[config.mk]
export PLATFORM = sky130hd
export DESIGN_NAME = llca_ctrl
export DESIGN_NICKNAME = d
export VERILOG_FILES = /design/src/llca_pkg.sv /design/src/llca_ctrl.sv
export SDC_FILE = /design/constraint.sdc
export NUM_CORES = 1
export LEC_CHECK = 0
export ABC_AREA = 1
export BUFFER_PORTS_ARGS = -buffer_cell sky130_fd_sc_hd__buf_2
export CORE_AREA = 4 4 41 43
export DETAILED_ROUTE_END_ITERATION = 10
export DIE_AREA = 0 0 45 47
export GPL_TIMING_DRIVEN = 1
export PLACE_DENSITY = 0.63
export RECOVER_POWER = 25
export REMOVE_ABC_BUFFERS = 1
export SLEW_MARGIN = 20
export SYNTH_ARGS = -nofsm -noshare
export SYNTH_HDL_FRONTEND = slang
export SYNTH_SLANG_ARGS = --single-unit
[constraint.sdc]
create_clock -name i_clk -period 1.5 [get_ports i_clk]
set_clock_uncertainty 0.1 [all_clocks]
set_input_delay 0.075 -clock i_clk [delete_from_list [all_inputs] [get_ports i_clk]]
set_output_delay 0.075 -clock i_clk [all_outputs]
set_load 0.005 [all_outputs]
[src/llca_pkg.sv]
`default_nettype none
package llca_pkg;

    localparam logic [1:0] KIND_WRITE = 2'd0;
    localparam logic [1:0] KIND_READ  = 2'd1;
    localparam logic [1:0] KIND_STEP  = 2'd2;

    localparam logic [2:0] RULE_CONWAY    = 3'd0;
    localparam logic [2:0] RULE_DAY_NIGHT = 3'd1;
    localparam logic [2:0] RULE_NO_DEATH  = 3'd2;
    localparam logic [2:0] RULE_HIGHLIFE  = 3'd3;
    localparam logic [2:0] RULE_SEEDS     = 3'd4;

    localparam logic [1:0] REG_WIDTH  = 2'd0;
    localparam logic [1:0] REG_HEIGHT = 2'd1;
    localparam logic [1:0] REG_RULE   = 2'd2;

    typedef enum logic [3:0] {
        ST_CLEAR,
        ST_IDLE,
        ST_CELL_RD,
        ST_CELL_USE,
        ST_RD_LAST,
        ST_RD_ZERO,
        ST_RD_ONE,
        ST_RD_DONE,
        ST_CELL,
        ST_ROW,
        ST_ADV,
        ST_DONE
    } t_state;

    typedef enum logic [2:0] {
        RD_CELL,
        RD_LAST,
        RD_ZERO,
        RD_ONE,
        RD_NEXT
    } t_rd_sel;

    typedef enum logic [1:0] {
        WR_CLEAR,
        WR_CELL,
        WR_ROW
    } t_wr_sel;

    typedef struct packed {
        logic    load;
        logic    rd_en;
        t_rd_sel rd_sel;
        logic    wr_en;
        t_wr_sel wr_sel;
        logic    ld_prev;
        logic    ld_cur;
        logic    ld_nxt;
        logic    cap_bit;
        logic    cell_en;
        logic    adv;
        logic    finish;
    } t_cmd;

    typedef struct packed {
        logic [1:0] kind;
        logic       clear_last;
        logic       x_last;
        logic       y_last;
    } t_status;

    // birth mask in the low nine bits, survival mask in the high nine
    function automatic logic [17:0] rule_masks(input logic [2:0] rule);
        logic [17:0] m;
        case (rule)
            RULE_CONWAY:    m = {9'h00C, 9'h008};
            RULE_DAY_NIGHT: m = {9'h1D8, 9'h1C8};
            RULE_NO_DEATH:  m = {9'h1FF, 9'h008};
            RULE_HIGHLIFE:  m = {9'h00C, 9'h048};
            RULE_SEEDS:     m = {9'h000, 9'h004};
            default:        m = {9'h00C, 9'h008};
        endcase
        return m;
    endfunction

endpackage
`default_nettype wire

[src/llca_ctrl.sv]
`default_nettype none
module llca_ctrl
    import llca_pkg::*;
(
    input  wire logic    i_clk,
    input  wire logic    i_rst_n,
    input  wire logic    i_start,
    input  wire t_status i_status,
    output t_cmd         o_cmd,
    output logic         o_busy
);

    t_state r_state, n_state;

    always_ff @(posedge i_clk) begin
        if (!i_rst_n) begin
            r_state <= ST_CLEAR;
        end else begin
            r_state <= n_state;
        end
    end

    always_comb begin
        n_state = r_state;
        case (r_state)
            ST_CLEAR: begin
                if (i_status.clear_last) n_state = ST_IDLE;
            end
            ST_IDLE: begin
                if (i_start) begin
                    case (i_status.kind)
                        KIND_WRITE: n_state = ST_CELL_RD;
                        KIND_READ:  n_state = ST_CELL_RD;
                        KIND_STEP:  n_state = ST_RD_LAST;
                        default:    n_state = ST_DONE;
                    endcase
                end
            end
            ST_CELL_RD:  n_state = ST_CELL_USE;
            ST_CELL_USE: n_state = ST_DONE;
            ST_RD_LAST:  n_state = ST_RD_ZERO;
            ST_RD_ZERO:  n_state = ST_RD_ONE;
            ST_RD_ONE:   n_state = ST_RD_DONE;
            ST_RD_DONE:  n_state = ST_CELL;
            ST_CELL: begin
                if (i_status.x_last) n_state = ST_ROW;
            end
            ST_ROW: begin
                n_state = i_status.y_last ? ST_DONE : ST_ADV;
            end
            ST_ADV:  n_state = ST_CELL;
            ST_DONE: n_state = ST_IDLE;
            default: n_state = ST_CLEAR;
        endcase
    end

    // the item kind in status is taken straight from the input when a start is accepted while idle
    always_comb begin
        o_cmd  = '0;
        o_busy = (r_state != ST_IDLE);
        case (r_state)
            ST_CLEAR: begin
                o_cmd.wr_en  = 1'b1;
                o_cmd.wr_sel = WR_CLEAR;
            end
            ST_IDLE: begin
                o_cmd.load = i_start;
            end
            ST_CELL_RD: begin
                o_cmd.rd_en  = 1'b1;
                o_cmd.rd_sel = RD_CELL;
            end
            ST_CELL_USE: begin
                o_cmd.cap_bit = 1'b1;
                o_cmd.wr_en   = (i_status.kind == KIND_WRITE);
                o_cmd.wr_sel  = WR_CELL;
            end
            ST_RD_LAST: begin
                o_cmd.rd_en  = 1'b1;
                o_cmd.rd_sel = RD_LAST;
            end
            ST_RD_ZERO: begin
                o_cmd.rd_en   = 1'b1;
                o_cmd.rd_sel  = RD_ZERO;
                o_cmd.ld_prev = 1'b1;
            end
            ST_RD_ONE: begin
                o_cmd.rd_en  = 1'b1;
                o_cmd.rd_sel = RD_ONE;
                o_cmd.ld_cur = 1'b1;
            end
            ST_RD_DONE: begin
                o_cmd.ld_nxt = 1'b1;
            end
            ST_CELL: begin
                o_cmd.cell_en = 1'b1;
            end
            ST_ROW: begin
                o_cmd.wr_en  = 1'b1;
                o_cmd.wr_sel = WR_ROW;
                o_cmd.rd_en  = 1'b1;
                o_cmd.rd_sel = RD_NEXT;
            end
            ST_ADV: begin
                o_cmd.adv = 1'b1;
            end
            ST_DONE: begin
                o_cmd.finish = 1'b1;
            end
            default: begin
                o_cmd = '0;
            end
        endcase
    end

    a_reset_clears: assert property (@(posedge i_clk) !i_rst_n |=> o_busy)
        else $error("block not busy clearing after reset");
    a_start_busy: assert property (@(posedge i_clk) disable iff (!i_rst_n)
        (i_start && !o_busy) |=> o_busy)
        else $error("accepted transaction did not raise busy");
    a_finish_idle: assert property (@(posedge i_clk) disable iff (!i_rst_n)
        o_cmd.finish |=> !o_busy)
        else $error("busy after finishing a transaction");

endmodule
`default_nettype wire

==> out/metrics.cfg <==
[power_and_ir_drop]
p_leak_nw=0.438
p_sw_share_pct=46.8
switchingPower_mw=0.461
clkPwrFrac_pct=12.7
p_comb_share_pct=66.7
cellInternalPower_mw=0.525
vdd_ir_drop_max_mv=0.740
p_per_area_nw_per_um2=1420
p_seq_share_pct=20.6

[global_route]
antenna_found_initial=0
grt_usage_pct=12.9
grt_pass1_wl_microns=2060
overflow=0
grt_pass1_vias=533
grt_max_degree=7

[synth]
synth.area.mux_share_pct=0
synth_seq_cells=4
synthTopCellsByArea=dfxtp_1 17%, inv_1 13%, nand2_1 12%
ys_types=18
synthesis.area_sq_um=475
ys_seq_area_share_pct=16.8
yosys.area_share.simple_pct=54.2
synth-compound-area-share_pct=12.4
syn_area_per_cell_sq_um=5.87
yosysTopAreaCellShare_pct=16.8
synthCells=81
synth_top_family_by_area=simple AND/OR/NAND/NOR gates
synth_fa_ha_area_share_pct=0
yosysTopAreaCell=dfxtp_1
post_synth_xor_area_fraction_pct=0
ys_warn_count=0

[cells_and_area]
top_register=r_state
multi_input_area_sq_um=332
fill_cells=151
drive_above_1_share_pct=54.5
areaGrowthSynthToFinish_pct=46.6
fin_nets=122
top_regs=r_state x4
fin_util_pct=53.6
n_antenna_cell=0
seqCellArea_sq_um=92.6
largest_reg_flops=4

[setup_path]
worstPathRequired_ns=1.32
worstReg2RegStart=r_state[1]$_SDFFE_PN0P_
r2r-end=r_state[0]$_SDFFE_PN0P_
end_kind=output port
crit_arrival_ns=1.27
reg2regPathDepth=6
start_kind=flop
critPathKind=reg2out
regToRegSetupSlack_ns=0.14
path_max_fanout=6
crit_end=o_cmd[9]
worstSetupStartpoint=r_state[1]$_SDFFE_PN0P_

[sta]
drv_slew=0
relSlewSlack_pct=75.9
hold_viol_final=0
post-route-period-util_pct=96.0
fmax_mhz=694
finalSetupTns_ns=0
setup_viol=0
min_period_ns=1.44
worstMarginPinSlew_ns=0.360
timing.final.ws_setup_ns=0.0595

[route]
vias_per_cell=4.50
routedWlPerCell_microns=10.0
antenna_left=0
drcViolationCount=0
drt_first_pass_iters=4
drt-total-wl_microns=1270
via_count=571
drt_iter0_markers=7

[clock_tree]
cts_tree=built
root_buffer=clkbuf_4
path_clk_slew_ns=0.04
htreeDepth=1
cts_made_buffers=3
clk_latency_ns=0.22
clkSinkCount=4
hold_buffers=0
cts.path.max_buffers=2

[floorplan]
die_w_microns=45
dieArea_sq_um=2120
start_util_pct=36.5
core_sq_um=1300
fp.dieH_microns=47
core.rowCount=13
num_io_pins=24

[hold_path]
min-delay-start=i_rst_n
hold_depth=3
hold_class=in2reg

[placement]
placement.io_buffers=23
dp_slack_ns=0.109
gp_congestion=0.798
hpwl_microns=998

[run]
cap_violations=0

[outcome]
outcome=finished, final reports clean

[cell families (layout without fill, tap and decap cells)]
kind of cell / after synthesis / after routing
AOI/OAI and AO/OA: 9 / 9
buffers and inverters: 21 / 52
DFF: 4 / 4
and+or+nand+nor: 47 / 47
[per-layer routing]
layer | part of all wire, % | track usage, % | up-vias
met5 | 0 | 0 | -
met4 | 0 | 5.26 | 0
met3 | 5.7 | 0 | 0
met2 | 54 | 23.7 | 18
met1 | 40 | 16.1 | 248
li1 | - | - | 305
[synth_stat cells, drive strengths merged]
cell	number
inv	21
nor2	21
nand2	20
a21oi	4
dfxtp	4
nand3	4
o21ai	4
nand4	2
o31ai	1
[area by class of cell]
class	count	area share (%)
inverters	21	11.3
repair buffers	28	21.9
flip-flops and latches	4	13.3
well taps	15	2.69
multi-input cells	56	47.6
clock buffers	3	3.23
[power groups by stage]
stage	Clock (mW)	Sequential (mW)	Combinational, mW
floorplan	0	0.179	0.413
global route	0.133	0.212	0.740
finish	0.125	0.203	0.658
CTS	0.128	0.193	0.597
detailed placement	0	0.190	0.560
global placement	0	0.188	0.564
[stage by stage]
step	total power [mW]	std cells	area (sq um)	hold slack, ns
floorplan	0.592	81	475	0.112
global placement	0.752	119	609	0.255
detailed placement	0.750	119	609	0.254
CTS	0.918	125	657	0.0244
global route	1.08	127	697	0.0464
finish	0.986	127	697	0.0362
[worst min path at each step]
stage	endpoint	slack, ns
after floorplan	o_cmd[9]	0.11
after global routing	r_state[2]$_SDFFE_PN0P_	0.05
after global placement	r_state[0]$_SDFFE_PN0P_	0.26
after CTS	r_state[0]$_SDFFE_PN0P_	0.02
after detailed placement	r_state[0]$_SDFFE_PN0P_	0.25
final	r_state[3]$_SDFFE_PN0P_	0.04
[worst max-delay path, cell delays in order (launching register included)]
cell	delay, ns
dfxtp_4	0.36
nor2_1	0.31
a21oi_1	0.14
o31ai_2	0.08
buf_2	0.15
[timing repair]
action | in CTS | in global routing
resized for setup | 2 | 9
endpoints found under the setup margin | 1 | 4
pin swaps | 1 | 2
setup buffers | 3 | 2
cloned | 0 | 0
[cell usage in the layout, fill, tap and decap left out, types with 2 or more instances in the layout]
cell type and count:
nor2_2 3, a21oi_1 2, inv_1 16, inv_2 5, nor2_4 5, buf_2 22, dfxtp_4 3, nand3_1 2
nand2_2 5, nand3_2 2, nand2_1 14, a21oi_2 2, buf_4 5, o21ai_1 3, nor2_1 13, clkbuf_4 3
Note: power is estimated with default switching activity, not from simulation.
